[src/design/cgcd_pkg.sv]
package cgcd_pkg;

    // Build-time sizes
    localparam int MAX_WIDTH  = 1024;
    localparam int PIXEL_BITS = 16;

    localparam int COL_W    = $clog2(MAX_WIDTH);
    localparam int WIDTH_W  = 11;
    localparam int HEIGHT_W = 16;
    localparam int ROW_W    = 16;
    localparam int RCOL_W   = 10;
    localparam int GRAD_W   = 18;
    localparam int DIFF_W   = PIXEL_BITS + 1;

    localparam int CFG_IDX_W  = 2;
    localparam int CFG_DATA_W = 16;

    localparam logic [WIDTH_W-1:0]  WIDTH_RESET  = WIDTH_W'(1024);
    localparam logic [HEIGHT_W-1:0] HEIGHT_RESET = HEIGHT_W'(2);

    localparam int QDEPTH = 2;
    localparam int QPTR_W = $clog2(QDEPTH);

    typedef logic signed [PIXEL_BITS-1:0] t_pixel;
    typedef logic signed [GRAD_W-1:0]     t_grad;
    typedef logic [COL_W-1:0]             t_col;
    typedef logic [ROW_W-1:0]             t_row;

    typedef enum logic [CFG_IDX_W-1:0] {
        REG_IMAGE_WIDTH  = 2'd0,
        REG_IMAGE_HEIGHT = 2'd1
    } t_reg_idx;

    typedef struct packed {
        logic [WIDTH_W-1:0]  image_width;
        logic [HEIGHT_W-1:0] image_height;
    } t_cfg;

    // One classified pixel: the result for the row above, and its own when on the last row
    typedef struct packed {
        t_grad grad_up;
        t_grad grad_own;
        t_row  row;
        t_col  col;
        logic  last_row;
        logic  row_end;
    } t_job;

endpackage

[src/design/cgcd_queue.sv]
module cgcd_queue (
    input  logic            i_clk,
    input  logic            i_rst_n,
    input  logic            i_push_valid,
    input  cgcd_pkg::t_job  i_job,
    output logic            o_push_ready,
    output logic            o_head_valid,
    output cgcd_pkg::t_job  o_head,
    input  logic            i_pop
);

    cgcd_pkg::t_job                r_mem [cgcd_pkg::QDEPTH];
    logic [cgcd_pkg::QPTR_W-1:0]   r_wr_ptr;
    logic [cgcd_pkg::QPTR_W-1:0]   r_rd_ptr;
    logic [cgcd_pkg::QPTR_W:0]     r_count;
    logic                          push;
    logic                          pop;

    assign o_push_ready = r_count != (cgcd_pkg::QPTR_W + 1)'(cgcd_pkg::QDEPTH);
    assign o_head_valid = r_count != '0;
    assign o_head       = r_mem[r_rd_ptr];
    assign push         = i_push_valid && o_push_ready;
    assign pop          = i_pop && o_head_valid;

    always_ff @(posedge i_clk) begin
        if (!i_rst_n) begin
            r_wr_ptr <= '0;
            r_rd_ptr <= '0;
            r_count  <= '0;
        end else begin
            if (push) begin
                r_wr_ptr <= cgcd_pkg::QPTR_W'(r_wr_ptr + 1'b1);
            end
            if (pop) begin
                r_rd_ptr <= cgcd_pkg::QPTR_W'(r_rd_ptr + 1'b1);
            end
            case ({push, pop})
                2'b10:   r_count <= r_count + 1'b1;
                2'b01:   r_count <= r_count - 1'b1;
                default: r_count <= r_count;
            endcase
        end
    end

    always_ff @(posedge i_clk) begin
        if (push) begin
            r_mem[r_wr_ptr] <= i_job;
        end
    end

endmodule

[config.mk]
export PLATFORM = sky130hd
export DESIGN_NAME = cgcd_queue
export DESIGN_NICKNAME = d
export VERILOG_FILES = /design/src/design/cgcd_pkg.sv /design/src/design/cgcd_queue.sv
export SDC_FILE = /design/constraint.sdc
export NUM_CORES = 1
export LEC_CHECK = 0
export ABC_CLOCK_PERIOD_IN_PS = 2400
export BUFFER_PORTS_ARGS = -buffer_cell sky130_fd_sc_hd__buf_2
export CAP_MARGIN = 25
export CORE_UTILIZATION = 30
export DETAILED_ROUTE_END_ITERATION = 8
export PLACE_DENSITY = 0.64
export SKIP_CTS_REPAIR_TIMING = 1
export SLEW_MARGIN = 20
export SYNTH_ARGS = -nofsm -noshare
export SYNTH_HDL_FRONTEND = slang
export SYNTH_SLANG_ARGS = --single-unit
[constraint.sdc]
create_clock -name i_clk -period 2.4 [get_ports i_clk]
set_input_delay 0.12 -clock i_clk [delete_from_list [all_inputs] [get_ports i_clk]]
set_output_delay 0.12 -clock i_clk [all_outputs]
set_load 0.01 [all_outputs]
* Word-level counts from Yosys, hierarchy flattened *
Memories as Yosys holds them, arrays and structs flattened. A register that Yosys moved wholly into a read port is not among the register bits.
Cells that the tools add are included.

storage, ports and cells
  bits in writable memories = 128
  memories = 1
  bits of input ports = 68
  bits in registers = 4

memory list
  memory  words  bits a word  rd ports  clocked after Yosys merged registers in  write ports  line              RTL
  r_mem   2      64           1         1                                        1            cgcd_queue.sv:12  cgcd_pkg::t_job r_mem [cgcd_pkg::QDEPTH];

cells by class
  reductions and logical operators = 4
  $add $sub $neg = 4
  equal/unequal tests = 3
  mux-type cells = 5

operator list
  cell                   number
  $mux W1                4
  $pmux W2 S2            1
  $reduce_bool A2 Y1     2
  $add A1 B1 Y1 const B  2
  $add A2 B1 Y2 const B  1
  $eq A2 B1 Y1 const B   1
  $eq A2 B2 Y1 const B   1
  $logic_and A1 B1 Y1    2
  $ne A2 B2 Y1 const B   1
  $sub A2 B1 Y2 const B  1

* Longest topological paths before layout *
Gate-level depths: netlist of run 1.

  depth after elaboration = 4
  gate-level depth with buffers = 6
  gate-level depth less buffers = 6

* Worst setup path before layout of run 1 *
No wires, ideal clock.

  path kind = reg-to-reg
  from = register r_count[0] in the netlist's numbering
  to = memory r_mem[1][0] in the netlist's numbering, enable pin
  required time = 1.971 ns
  library setup time = 0.429 ns
  stages on the path, launching flop included = 3
  setup slack = -0.238 ns
  arrival = 2.209 ns
  cells stage by stage = dfxtp_1 > nand2b_1 > and3_1

between the ends
  word-level cells in the longest chain between the ends = 4

ends and longest elaborated chain
  what                           line              RTL
  start, declared                cgcd_queue.sv:15  logic [cgcd_pkg::QPTR_W:0] r_count;
  start signal, assigned         cgcd_queue.sv:38  2'b10: r_count <= r_count + 1'b1;
  start signal, assigned         cgcd_queue.sv:39  2'b01: r_count <= r_count - 1'b1;
  start signal, assigned         cgcd_queue.sv:40  default: r_count <= r_count;
  $ne A2 B2 Y1                   cgcd_queue.sv:19  assign o_push_ready = r_count != (cgcd_pkg::QPTR_W + 1)'(cgcd_pkg::QDEPTH);
  named net o_push_ready         cgcd_queue.sv:6   output logic o_push_ready,
  $logic_and A1 B1 Y1            cgcd_queue.sv:22  assign push = i_push_valid && o_push_ready;
  $mux W1                        cgcd_queue.sv:46  if (push) begin
  $mux W1 (not written as such)  cgcd_queue.sv:47  r_mem[r_wr_ptr] <= i_job;
  end, declared                  cgcd_queue.sv:12

The timed path passes the listed nets, and every way through them passes these cells.

* Final worst setup path of run 1 *
  from = register r_count[0] in the netlist's numbering
  to = memory r_mem[0][46] in the netlist's numbering, enable pin

between the ends
  word-level cells in the longest chain between the ends = 4

ends and longest elaborated chain
  what                           line
  $ne A2 B2 Y1                   cgcd_queue.sv:19
  $logic_and A1 B1 Y1            cgcd_queue.sv:22
  $mux W1                        cgcd_queue.sv:46
  $mux W1 (not written as such)  cgcd_queue.sv:47

No other way between the ends.

==> results of run 1 <==
## registers in the layout, indices dropped and copies added (netlist names), named ones only
| register | cells |
|---|---|
| r_mem | 128 |
| r_count | 2 |
| r_wr_ptr | 1 |
| r_rd_ptr | 1 |
## kinds of logic (layout without fill, tap and decap cells)
kind of cell | count (synthesis) | in the layout | synth area share
xor gates and xnor gates | 3 | 3 | 0.00544
muxes | 64 | 64 | 0.149
other | 0 | 1 | 0
AOI/OAI and AO/OA | 5 | 5 | 0.00776
adders and majority gates | 1 | 1 | 0.00259
DFF | 133 | 133 | 0.816
and+or+nand+nor | 9 | 9 | 0.0114
buffers and inverters | 8 | 237 | 0.00802
## layer usage
layer / global-route usage / vias to the layer above
met3: 0.0470 / 14
met5: 0 / -
li1: - / 1317
met4: 0.0519 / 0
met1: 0.114 / 1367
met2: 0.192 / 82
## final timing paths
kind,to,slack (ns)
setup reg to reg,r_mem[0][46],0.55
hold reg to reg,r_count[1],0.53
hold / removal,r_wr_ptr,0.08
setup / recovery,r_mem[0][46],0.55
## synth_stat cells
master / number
a21bo_2: 1
a21boi_0: 1
a21boi_1: 1
and2_1: 1
and3_1: 1
buf_2: 7
dfxtp_1: 5
edfxtp_1: 128
ha_1: 1
inv_1: 1
mux2_2: 64
nand2_1: 1
nand2b_1: 1
nand3b_1: 1
nor2b_1: 2
o21a_1: 1
o21ai_0: 1
or2_2: 1
or3_1: 1
xnor2_1: 3
## stage by stage
stage / cells / util
after floorplan: 223 / -
after global placement: 571 / 0.368
after detailed placement: 571 / 0.368
after CTS: 603 / 0.407
after global routing: 668 / 0.448
final: 669 / 0.448
## critical path: stages, from the launching register on
cell        delay (ns)
dfxtp_1           0.36
nand2b_1          0.23
nand3b_1          0.20
clkinvlp_4        0.45
buf_12            0.34
## cell type report
cell class              count  area, um2
multi-input cells          82        853
flip-flops and latches    133       3950
inverters                   1       7.51
repair buffers            204       1400
clock buffers              17        425
diodes                      1       2.50
fillers                  1381       8740
well taps                 216        270
clock inverters            15        188
## where the power goes
group | internal (mW) | switching, mW
clock | 1.72 | 0.938
sequential | 2.93 | 0.0878
combinational | 0.885 | 0.900
total | 5.54 | 1.93
==> results.md, run 1 <==
- Post-Syn Area: 0.00483 mm2
- Worst Tran Pin Value: 0.492 ns
- Area delta synth->final: 46.7%
- Nets: 508
- Largest net degree at the start of global routing: 45
- Area after DPL: 0.00582 mm2
- Critical Path RT: 2.56 ns
- Slew Limit Fails: 0
- FF+latch count, synth: 133
- Highest routing layer actually used: met4
- Most common cell after layout, fill and taps aside: buf_2
- Synth top area cells: edfxtp_1 80%, mux2_2 15%, dfxtp_1 2.1%
- DR vias/cell: 4.16
- Maxcap violations: 0
- CTS sink count: 133
- Status: finished, final reports clean
- Fin crit period: 1.85 ns
- GR Overflow Total: 0
- Starting density of the core: 0.305
- Hold_sp: i_push_valid
- Drt total wl: 9580 um
- Hold Path Depth: 3
- Num CTS Buffers: 17
- Drt drc: 0
- Die ar.: 0.0166 mm2
- Critical path class: flop to flop
- Relative slew slack: 0.672
- DR vias: 2780
- Register area share after synthesis: 0.816
- Cell area after layout: 0.00709 mm2
- Syn Inst Count: 223
- Initial antenna violation count: 0
- Synth Warn #: 0
- Setup ws final: 0.550 ns
- Worst-path clk slew: 0.06 ns
- Worst r2r path cells: 4
- Hpwl dp: 5830 um
- Worst R2R Start: r_count[0]
- Total global routing track utilization: 0.110
- Fin crit share: 0.771
- Total power: 7.47 mW
- TritonRoute pass-1 iters: 4
- Final Hold Viols: 0
- Post-Syn Area per Cell: 21.7 um2
- Die Span Y: 129 um
- Crit path from: r_count[0]
- CTS tree: built
- CP Launch Type: flop
- Metal2 WL: 5010 um
- GPL Wtd Cong: 0.677
- Final setup vio count: 0
- Wl on met1: 3910 um
- First-pass GRT wire length: 13100 um
- CP Capture Type: flop
- IO Port Bufs: 133
- Place WS: 0.517 ns
- Vias in the first global route: 2643
- CP Max Fanout: 24
- Netlist cell types: 20
- Most frequent cells in the layout: 133 x buf_2, 128 x edfxtp_1, 65 x dlygate4sd3_1, 64 x mux2_2, 17 x clkbuf_16
- CTS root buffer: clkbuf_16
- Leak: 2.64 nW
- CTS H-tree lvls: 4
- Initial drt markers: 104
- PwrDens: 1050 mW/mm2
- CTS max path bufs: 2
- Rows: 46
- WL per Instance: 14.3 um
- Core area: 0.0158 mm2
- Final hold slack: 0.0776 ns
- Syn nets: 292
- Yosys top cell by area: edfxtp_1
- Worst EP arrival: 2.01 ns
- Hold crit path type: input pin to flop
- Layout cells sized above 1: 0.527
- DR WL met3: 514 um
- Top cell type's share of synthesized area: 0.795
- Maximum VDD drop: 0.000519 V
- RSZ-0062 raised after global routing: false
- IO Count: 134
- Fmax: 0.540 GHz
- Final setup TNS: 0 ns
- Chip width: 129 um
- Clock Latency Late Sink: 0.41 ns
- Final antenna-violating net count: 0
- Clk_skew: 0.00329 ns
Power figures use the tool's default switching activity.
==> run 2, diff against run 1 <==
--- a/config.mk
+++ b/config.mk
@@ -5,7 +5,7 @@
 export SDC_FILE = /design/constraint.sdc
 export NUM_CORES = 1
 export LEC_CHECK = 0
-export ABC_CLOCK_PERIOD_IN_PS = 2400
+export ABC_CLOCK_PERIOD_IN_PS = 1700
 export BUFFER_PORTS_ARGS = -buffer_cell sky130_fd_sc_hd__buf_2
 export CAP_MARGIN = 25
 export CORE_UTILIZATION = 30
==> constraint.sdc (replaced) <==
create_clock -name i_clk -period 1.7 [get_ports i_clk]
set_input_delay 0.085 -clock i_clk [delete_from_list [all_inputs] [get_ports i_clk]]
set_output_delay 0.085 -clock i_clk [all_outputs]
set_load 0.01 [all_outputs]
==> results.md, run 2 (synthesis results as in run 1) <==
- Status: finished, final reports clean
- Most flops, register: r_mem
- Psw: 2.76 mW (+43%)
- Area after DPL: 0.00586 mm2 (+0.69%)
- RSZ-0062 raised after global routing: true
- Layout cells sized above 1: 0.529 (+0.00221)
- TritonRoute pass-1 iters: 4 (unchanged)
- Seq pwr share: 0.402 (-0.003)
- Worst EP arrival: 1.58 ns (-0.43 ns)
- Chip width: 129 um (unchanged)
- CP Launch Type: flop
- Rows: 46 (unchanged)
- Worst-path clk slew: 0.05 ns (about the same)
- Clock Latency Late Sink: 0.41 ns (about the same)
- Final setup TNS: 0 ns (unchanged)
- First-pass GRT wire length: 13500 um (+3.3%)
- Fin crit period: 1.67 ns
- Largest register FFs: 128 (unchanged)
- Worst Tran Pin Value: 0.297 ns (-0.195 ns)
- CP Capture Type: output pin
- Fmax: 0.599 GHz
- Nets: 508 (unchanged)
- P_int: 7.88 mW (+42%)
- GR Overflow Total: 0 (unchanged)
- Final antenna-violating net count: 0 (unchanged)
- Hpwl dp: 5730 um (-1.6%)
- Final Hold Viols: 0 (unchanged)
- Clk_skew: 0.00532 ns (+0.00203 ns)
- Fin crit share: 0.982
- Critical path class: flop to output pin
- Comb pwr share: 0.244 (+0.005)
- Leak: 2.66 nW (+0.69%)
- Die ar.: 0.0166 mm2 (unchanged)
- Starting density of the core: 0.305 (unchanged)
- Largest net degree at the start of global routing: 46 (+2.2%)
- CP cell instances: buf_12, mux2_2, buf_2
- Maximum VDD drop: 0.000783 V (+51%)
- CP max stage cell: mux2_2
- Layout Utilization: 0.450 (+0.00245)
- Drt drc: 0 (unchanged)
- CTS tree: built
- CTS root buffer: clkbuf_16
- Cell area after layout: 0.00713 mm2 (+0.55%)
- Area delta synth->final: 47.5%
- CTS H-tree lvls: 4 (unchanged)
- Worst r2r path cells: 5 (+1)
- CTS max path bufs: 2 (unchanged)
- Hold Path Depth: 3 (unchanged)
- Final hold slack: 0.0331 ns (-0.0444 ns)
- Slew Limit Fails: 0 (unchanged)
- WL per Instance: 14.4 um (+0.67%)
- GPL Wtd Cong: 0.650 (-4.0%)
- CTS sink count: 133 (unchanged)
- Initial drt markers: 89 (-14%)
- Most frequent cells in the layout: 133 x buf_2, 128 x edfxtp_1, 65 x dlygate4sd3_1, 64 x mux2_2, 17 x clkbuf_16
- Clock Power Share: 0.354 (-0.002)
- Sw frac: 0.259 (+0.00107)
- Critical Path RT: 1.62 ns (-0.94 ns)
- Hold crit path type: input pin to flop
- Largest regs: r_mem: 128 flops, r_count: 2 flops
- IO Count: 134 (unchanged)
- Core area: 0.0158 mm2 (unchanged)
- PwrDens: 1490 mW/mm2 (+42%)
- Initial antenna violation count: 2 (+2)
- Most common cell after layout, fill and taps aside: buf_2
- CP Max Fanout: 45 (+88%)
- Total global routing track utilization: 0.115 (+0.00482)
- CP max stage delay: 0.39 ns (-0.06 ns)
- DR vias/cell: 4.17 (+0.36%)
- Drt total wl: 9640 um (+0.67%)
- IO Port Bufs: 133 (unchanged)
- Maxcap violations: 0 (unchanged)
- Die Span Y: 129 um (unchanged)
- Final setup vio count: 0 (unchanged)
- Num CTS Buffers: 17 (unchanged)
- Relative slew slack: 0.802 (+0.130)
- DR vias: 2790 (+0.36%)
- Vias in the first global route: 2643 (unchanged)
-- run 2: cell type report --
| cell class | instances | area [um2] |
|---|---|---|
| Fill cell | 1366 | 8700 |
| Sequential cell | 133 | 3950 |
| Timing Repair Buffer | 204 | 1420 |
| Multi-Input combinational cell | 82 | 865 |
| Clock buffer | 18 | 429 |
| Tap cell | 216 | 270 |
| Clock inverter | 14 | 183 |
| Inverter | 1 | 7.51 |
| Antenna cell | 1 | 2.50 |
-- run 2: power by group through the flow --
stage | registers (mW) | clock network [mW] | logic [mW]
after floorplan | 4.31 | 0 | 1.53
after global placement | 4.31 | 0 | 2.49
after detailed placement | 4.35 | 0 | 2.52
after CTS | 4.28 | 3.88 | 2.54
after global routing | 4.32 | 4.01 | 2.82
final | 4.28 | 3.77 | 2.59
-- run 2: per-layer routing --
layer	routed length (um)	vias up	track usage
met5	13	-	0
met4	174	2	0.0602
met3	649	16	0.0582
met2	4850	82	0.184
met1	3950	1370	0.124
li1	-	1320	-
-- run 2: worst max-delay path: cells and delay by family, from the launching register on --
family | cells | cell delay (ns)
multiplexers | 1 | 0.39
flip-flops | 1 | 0.35
buffers and inverters | 2 | 0.36
-- run 2: worst paths after layout --
kind / slack (ns) / from / end
min: 0.03 / i_push_valid / r_wr_ptr
max: 0.03 / flop / o_head[13]
min reg2reg: 0.58 / r_rd_ptr / r_rd_ptr
max reg2reg: 0.14 / r_count[0] / r_count[1]
-- run 2: metrics by stage --
stage	cells	total power, mW	setup WS, ns
global placement	571	6.81	0.270
detailed placement	571	6.87	0.155
finish	669	10.6	0.0313
CTS	603	10.7	0.00754
global route	668	11.2	-0.0219
floorplan	223	5.84	-0.258
