<file path="src/design/cgcd_pkg.sv">
package cgcd_pkg;

    // Build-time sizes
    localparam int MAX_WIDTH  = 1024;
    localparam int PIXEL_BITS = 16;

    localparam int COL_W    = $clog2(MAX_WIDTH);
    localparam int WIDTH_W  = 11;
    localparam int HEIGHT_W = 16;
    localparam int ROW_W    = 16;
    localparam int RCOL_W   = 10;
    localparam int GRAD_W   = 18;
    localparam int DIFF_W   = PIXEL_BITS + 1;

    localparam int CFG_IDX_W  = 2;
    localparam int CFG_DATA_W = 16;

    localparam logic [WIDTH_W-1:0]  WIDTH_RESET  = WIDTH_W'(1024);
    localparam logic [HEIGHT_W-1:0] HEIGHT_RESET = HEIGHT_W'(2);

    localparam int QDEPTH = 2;
    localparam int QPTR_W = $clog2(QDEPTH);

    typedef logic signed [PIXEL_BITS-1:0] t_pixel;
    typedef logic signed [GRAD_W-1:0]     t_grad;
    typedef logic [COL_W-1:0]             t_col;
    typedef logic [ROW_W-1:0]             t_row;

    typedef enum logic [CFG_IDX_W-1:0] {
        REG_IMAGE_WIDTH  = 2'd0,
        REG_IMAGE_HEIGHT = 2'd1
    } t_reg_idx;

    typedef struct packed {
        logic [WIDTH_W-1:0]  image_width;
        logic [HEIGHT_W-1:0] image_height;
    } t_cfg;

    // One classified pixel: the result for the row above, and its own when on the last row
    typedef struct packed {
        t_grad grad_up;
        t_grad grad_own;
        t_row  row;
        t_col  col;
        logic  last_row;
        logic  row_end;
    } t_job;

endpackage

</file>
<file path="src/design/cgcd_if.sv">


interface cgcd_res_if;
    logic                               valid;
    logic                               ready;
    logic signed [cgcd_pkg::GRAD_W-1:0] gradient_half_units;
    logic [cgcd_pkg::ROW_W-1:0]         result_row;
    logic [cgcd_pkg::RCOL_W-1:0]        result_column;
    logic                               last_of_run;
    logic                               frame_done;

    modport source (output valid, output gradient_half_units, output result_row,
                    output result_column, output last_of_run, output frame_done,
                    input ready);
    modport sink   (input valid, input gradient_half_units, input result_row,
                    input result_column, input last_of_run, input frame_done,
                    output ready);
endinterface


</file>
<file path="src/design/cgcd_back.sv">
module cgcd_back (
    input  logic            i_clk,
    input  logic            i_rst_n,
    input  logic            i_head_valid,
    input  cgcd_pkg::t_job  i_head,
    output logic            o_pop,
    cgcd_res_if.source      o_res
);

    logic                          r_out_valid;
    logic                          r_phase;
    logic signed [cgcd_pkg::GRAD_W-1:0] r_grad;
    cgcd_pkg::t_row                r_row;
    logic [cgcd_pkg::RCOL_W-1:0]   r_col;
    logic                          r_last;
    logic                          r_done;
    logic                          load;

    assign load  = i_head_valid && (!r_out_valid || o_res.ready);
    assign o_pop = load && (r_phase || !i_head.last_row);

    always_ff @(posedge i_clk) begin
        if (!i_rst_n) begin
            r_out_valid <= 1'b0;
            r_phase     <= 1'b0;
        end else begin
            if (load) begin
                r_out_valid <= 1'b1;
                r_phase     <= r_phase ? 1'b0 : i_head.last_row;
            end else if (o_res.ready) begin
                r_out_valid <= 1'b0;
            end
        end
    end

    always_ff @(posedge i_clk) begin
        if (load) begin
            r_col <= cgcd_pkg::RCOL_W'(i_head.col);
            if (r_phase) begin
                r_grad <= i_head.grad_own;
                r_row  <= i_head.row;
                r_last <= 1'b1;
                r_done <= i_head.row_end;
            end else begin
                r_grad <= i_head.grad_up;
                r_row  <= cgcd_pkg::ROW_W'(i_head.row - 1'b1);
                r_last <= !i_head.last_row;
                r_done <= 1'b0;
            end
        end
    end

    assign o_res.valid               = r_out_valid;
    assign o_res.gradient_half_units = r_grad;
    assign o_res.result_row          = r_row;
    assign o_res.result_column       = r_col;
    assign o_res.last_of_run         = r_last;
    assign o_res.frame_done          = r_done;

    a_phase_keeps_head: assert property (@(posedge i_clk) disable iff (!i_rst_n)
        r_phase |-> i_head_valid)
        else $error("second result pending without a queued entry");

    a_last_row_splits: assert property (@(posedge i_clk) disable iff (!i_rst_n)
        (load && !r_phase && i_head.last_row) |=> r_phase)
        else $error("last-row entry not held for its own result");

    a_done_is_last: assert property (@(posedge i_clk) disable iff (!i_rst_n)
        (r_out_valid && r_done) |-> r_last)
        else $error("frame end flagged on a non-final result");

endmodule

</file>
<file path="src/flat_wrapper.sv">
// flat-port wrapper written by rule: the top's interface ports become plain ports
module cgcd_back_flat 
  (i_clk, i_rst_n, i_head_valid, i_head, o_pop, o_res_valid, o_res_gradient_half_units, o_res_result_row, o_res_result_column, o_res_last_of_run, o_res_frame_done, o_res_ready);
  cgcd_res_if o_res_i ();
  input  logic i_clk;
  input  logic i_rst_n;
  input  logic i_head_valid;
  input  cgcd_pkg::t_job i_head;
  output logic o_pop;
  output wire logic [$bits(o_res_i.valid)-1:0] o_res_valid;
  output wire logic [$bits(o_res_i.gradient_half_units)-1:0] o_res_gradient_half_units;
  output wire logic [$bits(o_res_i.result_row)-1:0] o_res_result_row;
  output wire logic [$bits(o_res_i.result_column)-1:0] o_res_result_column;
  output wire logic [$bits(o_res_i.last_of_run)-1:0] o_res_last_of_run;
  output wire logic [$bits(o_res_i.frame_done)-1:0] o_res_frame_done;
  input wire logic [$bits(o_res_i.ready)-1:0] o_res_ready;
  assign o_res_valid = o_res_i.valid;
  assign o_res_gradient_half_units = o_res_i.gradient_half_units;
  assign o_res_result_row = o_res_i.result_row;
  assign o_res_result_column = o_res_i.result_column;
  assign o_res_last_of_run = o_res_i.last_of_run;
  assign o_res_frame_done = o_res_i.frame_done;
  assign o_res_i.ready = o_res_ready;
  cgcd_back u_core (.i_clk(i_clk), .i_rst_n(i_rst_n), .i_head_valid(i_head_valid), .i_head(i_head), .o_pop(o_pop), .o_res(o_res_i));
endmodule
</file>
<file path="config.mk">
export PLATFORM = sky130hd
export DESIGN_NAME = cgcd_back_flat
export DESIGN_NICKNAME = d
export VERILOG_FILES = /design/src/design/cgcd_pkg.sv /design/src/design/cgcd_if.sv /design/src/design/cgcd_back.sv /design/src/flat_wrapper.sv
export SDC_FILE = /design/constraint.sdc
export NUM_CORES = 1
export LEC_CHECK = 0
export BUFFER_PORTS_ARGS = -buffer_cell sky130_fd_sc_hd__buf_2
export CORE_ASPECT_RATIO = 1.1
export CORE_MARGIN = 5
export CORE_UTILIZATION = 45
export CTS_CLUSTER_DIAMETER = 100
export DETAILED_ROUTE_END_ITERATION = 12
export PLACE_DENSITY = 0.92
export SYNTH_ARGS = -nofsm -noshare
export SYNTH_HDL_FRONTEND = slang
export SYNTH_SLANG_ARGS = --single-unit
</file>
<file path="constraint.sdc">
create_clock -name i_clk -period 3.3 [get_ports i_clk]
set_input_delay 0.66 -clock i_clk [delete_from_list [all_inputs] [get_ports i_clk]]
set_output_delay 0.66 -clock i_clk [all_outputs]
set_load 0.02 [all_outputs]
</file>
## Word-level counts from Yosys, hierarchy flattened

Cells that the tools add are included.
Widths: inputs -> output; s select.

| cells by class | value |
|---|---|
| add/subtract/negate cells | 1 |
| muxes and demuxes | 5 |
| reductions and logical operators | 7 |

Operator list:

| operator | number |
|---|---|
| $mux 18 | 1 |
| $mux 16 | 1 |
| $sub 16x1->16 const B | 1 |
| $mux 1 | 3 |
| $logic_and 1x1->1 | 2 |
| $logic_not 1->1 | 2 |
| $logic_or 1x1->1 | 2 |
| $reduce_bool 2->1 | 1 |

| word-level totals | value |
|---|---|
| register bits | 48 |
| output and inout port bits | 48 |
| word-level logic and storage cells | 20 |

## Logic depth before layout (Yosys ltp)

Gate-level depths: netlist of the first run.

| logic depth | value |
|---|---|
| depth in word-level cells | 4 |
| depth in mapped cells | 6 |

## Least setup slack after synthesis of the first run

No wires, ideal clock.

| timing path | value |
|---|---|
| path kind | input -> register |
| from | input o_res_ready |
| to | register u_core.r_done (netlist: u_core.o_res.frame_done), enable pin |
| library setup time | 400 ps |
| arrival | 1788 ps |
| data required time | 2900 ps |
| setup slack | 1111 ps |
| stages | 3 |
| cell sequence | nor2b_1 > nand2b_1 > inv_1 |

| between the ends | value |
|---|---|
| longest elaborated chain between the ends | 2 |

RTL lines:

| what | line | source |
|---|---|---|
| from (decl) | flat_wrapper.sv:16 | `input wire logic [$bits(o_res_i.ready)-1:0] o_res_ready;` |
| $logic_or 1x1->1 | cgcd_back.sv:19 | `assign load = i_head_valid && (!r_out_valid \|\| o_res.ready);` |
| $logic_and 1x1->1 | cgcd_back.sv:19 |  |
| named net u_core.load | cgcd_back.sv:17 | `logic load;` |
| to (signal assigned) | cgcd_back.sv:43 | `r_done <= i_head.row_end;` |
| to (decl) | cgcd_back.sv:16 | `logic r_done;` |

The timed path passes the listed nets, and every way through them passes these cells.
A chain may end at the register's enable or synchronous reset.

## Final worst setup path of the first run

| timing path | value |
|---|---|
| from | register u_core.r_phase |
| to | output o_pop |

| between the ends | value |
|---|---|
| longest elaborated chain between the ends | 2 |

RTL lines:

| what | line | source |
|---|---|---|
| from (decl) | cgcd_back.sv:11 | `logic r_phase;` |
| from (signal assigned) | cgcd_back.sv:29 | `r_phase <= r_phase ? 1'b0 : i_head.last_row;` |
| $logic_or 1x1->1 | cgcd_back.sv:20 | `assign o_pop = load && (r_phase \|\| !i_head.last_row);` |
| $logic_and 1x1->1 | cgcd_back.sv:20 |  |
| to (decl) | flat_wrapper.sv:9 | `output logic o_pop;` |

Every way passes these cells.

==> results by group, run 1 <==
Logic synthesis
  • Mapped Avg Cell Area: 16.9 sq um
  • Yosys reg bits: 48
  • Post-Syn Area: 2010 sq um
  • Cell accounting for the most synthesized area: edfxtp_1
  • Synthesized Nets: 188
  • Synth Area in XOR/XNOR: 0.0609
  • Simple-gate share of the synthesized area: 0.0896
  • Count of cell types in the netlist: 26
  • Register area share after synthesis: 0.706
  • Most frequent cell after synthesis: edfxtp_1
  • Synth area leaders: edfxtp_1, mux2_2, xor2_1, dfxtp_1, xnor2_1
  • Cells after synthesis: 119
  • Number of flops mapped to enable cells by yosys: 46
  • Largest family of logic cells by synthesized area: multiplexers
  • Ys Warns: 0
  • Synth top area share: 0.687
  • Asr flop ratio synth: 0
  • Synth Area in Compound Gates: 0.00622
  • Multiplexer share of the synthesized area: 0.111
  • Prevailing post-synth register cell: edfxtp_1
  • Synth cell count leaders: edfxtp_1, mux2_2, xor2_1
  • Adder-cell share of the synthesized area: 0.00622

STA
  • Setup-failing EPs final: 0
  • Final hold slack: 0.542 ns
  • Crit share post-route: 0.761
  • Slew headroom: 0.249
  • RSZ-0062 raised after global routing: false
  • Final setup skew: 0.00364 ns
  • Final Max Tran Viols: 0
  • Final count of hold timing violations: 0
  • Worst Tran Pin Value: 1.12 ns
  • Fin crit period: 2.51 ns
  • Fmax: 398 MHz
  • Total negative slack: 0 ns

Final layout
  • P&R area growth vs syn: 36.4%
  • Design Area, Final: 2750 sq um
  • Layout cells sized above 1: 0.615
  • Inserted Diodes: 0
  • Post-layout nets: 307
  • Final core utilization: 0.636
  • Fillers: 349

Route
  • DRT iter0 DRCs: 79
  • TritonRoute pass-1 iters: 4
  • Vias: 1,371
  • Remaining antenna violation count: 0
  • Drt wl/cell: 14.9 um
  • Final WL: 4370 um
  • Vias per cell: 4.68
  • Residual DRC: 0

Power
  • Peak VDD IR: 0.234 mV
  • Leakage power: 1.19 nW
  • Pwr Density: 487 nW/um^2

Floorplan
  • Die Span X: 73.8 um
  • Initial Util: 0.466
  • DIE AREA: 5910 sq um
  • Core area: 4320 sq um
  • Die H: 80.1 um
  • Cell row count: 25
  • Top-Level Pins: 116

Worst setup path
  • Crit end category: output pin
  • Required time worst endpoint: 2.64 ns
  • Worst setup SP type: flop
  • CP Max Fanout: 26
  • WS Path Type: reg2out
  • Arr. time, crit path: 1.85 ns

Clock tree
  • # hold bufs at CTS: 0
  • Depth of the CTS H-tree: 2
  • CTS clock-pin slew for the worst setup and hold paths: 0.08 ns
  • Later-pin clock latency in the skew report: 0.29 ns
  • Post-CTS setup buffer count: 0
  • CTS resizes: 0
  • CTS tree: yes
  • CTS buffer count: 5
  • Clock sinks: 48
  • Max Buffers Root-to-Sink: 2
  • Root Buffer: clkbuf_8

Global routing
  • Vias in the first global route: 1,384
  • Largest net degree at the start of global routing: 47
  • First-pass GRT wire length: 6600 um
  • Gr ovfl total: 0
  • GRT Resource Usage Total: 0.150
  • Antenna violations before repair: 0

Placement
  • Post-DP HPWL: 3600 um
  • GPL Wtd Cong: 0.799
  • Dpl cell area: 2630 sq um
  • # port buffers: 115

Run status
  • Status: completed

Worst hold path
  • Worst min path class: in2reg

Flow run
  • Maxcap violations: 0
-- worst max-delay path, stage by stage (launching register included) --
cell	delay (ns)
dfxtp_1	1.07
nor2b_1	0.18
nor2_1	0.14
buf_2	0.17
-- cell usage in the layout (no fill, tap or decap) --
| cell type | instances |
|---|---|
| edfxtp_1 | 46 |
| buf_2 | 115 |
| nand3_1 | 1 |
| clkbuf_8 | 5 |
| nand2_1 | 2 |
| nor4_2 | 1 |
| ha_1 | 1 |
| o21a_1 | 1 |
| mux2i_1 | 2 |
| nor2_1 | 4 |
| nor3_1 | 5 |
| nand3_2 | 1 |
| nor4_1 | 1 |
| and2_1 | 1 |
| clkinv_4 | 1 |
| clkinv_1 | 1 |
| inv_1 | 4 |
| xor2_1 | 10 |
| nor3b_2 | 1 |
| nor2b_1 | 4 |
| dfxtp_1 | 2 |
| xnor2_1 | 4 |
| bufinv_16 | 1 |
| nor3_2 | 1 |
| nand2b_1 | 2 |
| inv_2 | 1 |
| o21ai_0 | 1 |
| or4_4 | 1 |
| nor4_4 | 1 |
| mux2_2 | 18 |
-- cell type report --
cell class	instances	area, sq um	share of cell area
well taps	54	67.6	0.0246
flip-flops and latches	48	1420	0.518
inverters	5	18.8	0.00684
clock inverters	3	42.5	0.0155
multi-input cells	63	551	0.201
repair buffers	115	576	0.210
clock buffers	5	68.8	0.0251
-- stage by stage --
stage / power (mW) / setup slack, ns / cells
2_1_floorplan: 0.853 / 1.11 / 119
3_3_place_gp: 0.939 / 1.17 / 285
3_5_place_dp: 0.947 / 1.09 / 285
4_1_cts: 1.36 / 0.755 / 293
5_1_grt: 1.40 / 0.636 / 293
6_report: 1.34 / 0.788 / 293
-- flip-flops by register name, summed over array words and instances, names as in the netlist --
register	flops
u_core.o_res.gradient_half_units	18
u_core.o_res.result_row	16
u_core.o_res.result_column	10
u_core.o_res.frame_done	1
u_core.o_res.last_of_run	1
u_core.o_res.valid	1
u_core.r_phase	1
-- path summary, 6_finish.rpt --
path,startpoint,end,slack [ns],cells past startpoint
max reg2reg,u_core.r_phase$_SDFFE_PN0P_,u_core.o_res.result_row[12]$_DFFE_PP_,1.39,4
min,i_head[7],u_core.o_res.result_column[5]$_DFFE_PP_,0.54,1
min reg2reg,u_core.o_res.valid$_SDFFE_PN0P_,u_core.o_res.valid$_SDFFE_PN0P_,0.65,2
max,u_core.r_phase$_SDFFE_PN0P_,o_pop,0.79,3
-- power by group --
group	internal [mW]	switching, mW	total, mW
clock	0.224	0.183	0.407
sequential	0.717	0.0166	0.734
combinational	0.0832	0.112	0.195
total	1.02	0.311	1.34
-- layer usage --
metal	global-route usage	routed length, um	vias to the layer above
li1	-	-	673
met1	0.175	1580	620
met2	0.269	2290	72
met3	0.0225	420	6
met4	0.0616	79	0
met5	0	0	-
-- cell families (layout without fill, tap and decap cells) --
kind of cell	after synthesis	count (layout)
AOI/OAI and AO/OA	2	2
xor gates and xnor gates	14	14
adders and majority gates	1	1
buffers and inverters	8	128
DFF	48	48
muxes	20	20
and+or+nand+nor	26	26
Note: power is estimated with default switching activity, not from simulation.
==> inputs of run 2 (changes only) <==
--- a/config.mk
+++ b/config.mk
@@ -5,13 +5,14 @@
 export SDC_FILE = /design/constraint.sdc
 export NUM_CORES = 1
 export LEC_CHECK = 0
+export ABC_AREA = 1
 export BUFFER_PORTS_ARGS = -buffer_cell sky130_fd_sc_hd__buf_2
 export CORE_ASPECT_RATIO = 1.1
 export CORE_MARGIN = 5
 export CORE_UTILIZATION = 45
 export CTS_CLUSTER_DIAMETER = 100
 export DETAILED_ROUTE_END_ITERATION = 12
-export PLACE_DENSITY = 0.92
+export PLACE_DENSITY = 0.9
 export SYNTH_ARGS = -nofsm -noshare
 export SYNTH_HDL_FRONTEND = slang
 export SYNTH_SLANG_ARGS = --single-unit
==> constraint.sdc (replaced) <==
create_clock -name i_clk -period 2.61 [get_ports i_clk]
set_input_delay 0.522 -clock i_clk [delete_from_list [all_inputs] [get_ports i_clk]]
set_output_delay 0.522 -clock i_clk [all_outputs]
set_load 0.02 [all_outputs]
==> results by group, run 2 <==
Route
  • Remaining antenna violation count: 0
  • DRT iter0 DRCs: 53
  • Vias per cell: 4.63
  • TritonRoute pass-1 iters: 5
  • Final WL: 5020 um
  • Residual DRC: 0
  • Drt wl/cell: 12.7 um
  • Vias: 1,830

Worst hold path
  • HP Start: i_head[5]
  • Worst min path class: in2reg
  • Hold Path Sink: u_core.o_res.result_column[3]$_DFFE_PP_
  • Hold depth: 1

Logic synthesis
  • Register area share after synthesis: 0.643
  • Adder-cell share of the synthesized area: 0.00566
  • Largest family of logic cells by synthesized area: simple AND/OR/NAND/NOR gates
  • Multiplexer share of the synthesized area: 0
  • Post-Syn Area: 2210 sq um
  • Most frequent cell after synthesis: nand2_1
  • Synth area leaders: edfxtp_1, nand2_1, inv_1, nand3_1, nor2_4
  • Synth Area in XOR/XNOR: 0.0119
  • Asr flop ratio synth: 0
  • Yosys reg bits: 48
  • Simple-gate share of the synthesized area: 0.265
  • Number of flops mapped to enable cells by yosys: 46
  • Cell accounting for the most synthesized area: edfxtp_1
  • Prevailing post-synth register cell: edfxtp_1
  • Synth cell count leaders: nand2_1, edfxtp_1, inv_1
  • Mapped Avg Cell Area: 10.1 sq um
  • Ys Warns: 0
  • Cells after synthesis: 219
  • Synth Area in Compound Gates: 0.0170
  • Synthesized Nets: 288
  • Synth top area share: 0.625
  • Count of cell types in the netlist: 23

Final layout
  • Inserted Diodes: 0
  • Fillers: 381
  • Max reg flops: 18
  • Most common cell after layout, fill and taps aside: buf_2
  • Post-layout nets: 407
  • Layout cells sized above 1: 0.410
  • Most frequent cells in the layout: buf_2, nand2_1, edfxtp_1
  • P&R area growth vs syn: 33.8%
  • Register area: 1420 sq um
  • Area of the multi-input gates: 674 sq um

STA
  • Crit share post-route: 0.715
  • Final WS setup: 0.744 ns
  • Final count of hold timing violations: 0
  • Final Max Tran Viols: 0
  • Slew headroom: 0.605
  • Total negative slack: 0 ns
  • Final setup skew: 0.00409 ns
  • Fin crit period: 1.87 ns
  • Fmax: 536 MHz
  • Worst Tran Pin Value: 0.593 ns
  • Setup-failing EPs final: 0
  • RSZ-0062 raised after global routing: false

Clock tree
  • Max Buffers Root-to-Sink: 2
  • CTS buffer count: 5
  • # hold bufs at CTS: 0
  • Clock sinks: 48
  • Later-pin clock latency in the skew report: 0.29 ns
  • CTS tree: yes
  • Depth of the CTS H-tree: 2
  • CTS resizes: 0
  • Root Buffer: clkbuf_8
  • Post-CTS setup buffer count: 0
  • CTS clock-pin slew for the worst setup and hold paths: 0.08 ns

Placement
  • # port buffers: 115
  • GPL Wtd Cong: 0.845
  • Pre-CTS setup slack: 0.830 ns
  • Post-DP HPWL: 3950 um

Global routing
  • First-pass GRT wire length: 8180 um
  • Gr ovfl total: 0
  • GRT Resource Usage Total: 0.157
  • Vias in the first global route: 1,876
  • Antenna violations before repair: 0
  • Largest net degree at the start of global routing: 48

Worst setup path
  • Arr. time, crit path: 1.34 ns
  • Worst setup SP type: flop
  • Flop2flop setup slack: 1.24 ns
  • Cell breakdown of the critical path: clkinv_4, nand2_1, and3_1, buf_2
  • Top delay family on crit path: flip-flops
  • Slowest Stage Delay on Critical Path: 0.39 ns
  • WP buf/inv: 2
  • Worst reg2reg startpoint: u_core.o_res.valid$_SDFFE_PN0P_
  • CP max stage cell: dfxtp_1
  • Worst R2R Path Depth: 2
  • Required time worst endpoint: 2.09 ns
  • CP Max Fanout: 24
  • Crit end category: output pin
  • RR Endpoint: u_core.o_res.result_column[3]$_DFFE_PP_
  • WS Path Type: reg2out

Floorplan
  • Core area: 4720 sq um
  • Cell row count: 26
  • Initial Util: 0.469
  • Die H: 83.5 um
  • DIE AREA: 6420 sq um
  • Top-Level Pins: 116
  • Die Span X: 76.8 um

Flow run
  • Maxcap violations: 0

Power
  • Peak VDD IR: 0.346 mV
  • Pwr Density: 587 nW/um^2
  • Leakage power: 1.45 nW

Run status
  • Status: completed
==> run 2: kinds of logic (layout without fill, tap and decap cells) <==
group	after synthesis	in the layout
compound gates	7	7
xor+xnor	3	3
simple gates	131	131
flops	48	48
fa+ha+maj	1	1
buf+inv	29	149
==> run 2: report_power, final <==
| group | switching [mW] | internal (mW) |
|---|---|---|
| clock | 0.233 | 0.284 |
| combinational | 0.192 | 0.103 |
| sequential | 0.0129 | 0.911 |
==> run 2: worst max-delay path by stage <==
stage	start	end	cells past startpoint
floorplan	o_res_ready	u_core.o_res.frame_done$_SDFFCE_PN0P_	2
global placement	i_head[12]	u_core.o_res.result_row[12]$_DFFE_PP_	8
detailed placement	i_head[12]	u_core.o_res.result_row[12]$_DFFE_PP_	8
CTS	u_core.r_phase$_SDFFE_PN0P_	o_pop	4
global route	u_core.r_phase$_SDFFE_PN0P_	o_pop	4
finish	u_core.r_phase$_SDFFE_PN0P_	o_pop	4
==> run 2: worst reg2reg max path, stage by stage, from the launching register on <==
cell and delay [ns]:
dfxtp_1 0.35, a21oi_4 0.14, buf_4 0.50
==> run 2: area by class of cell <==
cell class                 count  share of cell area
tap                           56              0.0237
inverter                      24              0.0321
multi-input combinational    142               0.228
clock buffer                   6              0.0245
timing repair buffer         117               0.200
clock inverter                 2              0.0118
sequential                    48               0.480
==> run 2: per-layer routing <==
layer / routed length [um] / vias to the layer above / track usage
li1: - / 944 / -
met1: 1970 / 811 / 0.173
met2: 2600 / 67 / 0.279
met3: 356 / 8 / 0.0464
met4: 90 / 0 / 0.0604
met5: 0 / - / 0
==> run 2: through the flow <==
step | total power, mW | hold WS (ns) | utilization | area, sq um | cells
after floorplan | 1.11 | 0.583 | - | 2210 | 219
after global placement | 1.23 | 0.527 | 0.605 | 2850 | 387
after detailed placement | 1.24 | 0.563 | 0.605 | 2850 | 387
after CTS | 1.76 | 0.393 | 0.627 | 2960 | 395
after global routing | 1.82 | 0.386 | 0.627 | 2960 | 395
final | 1.74 | 0.403 | 0.627 | 2960 | 395
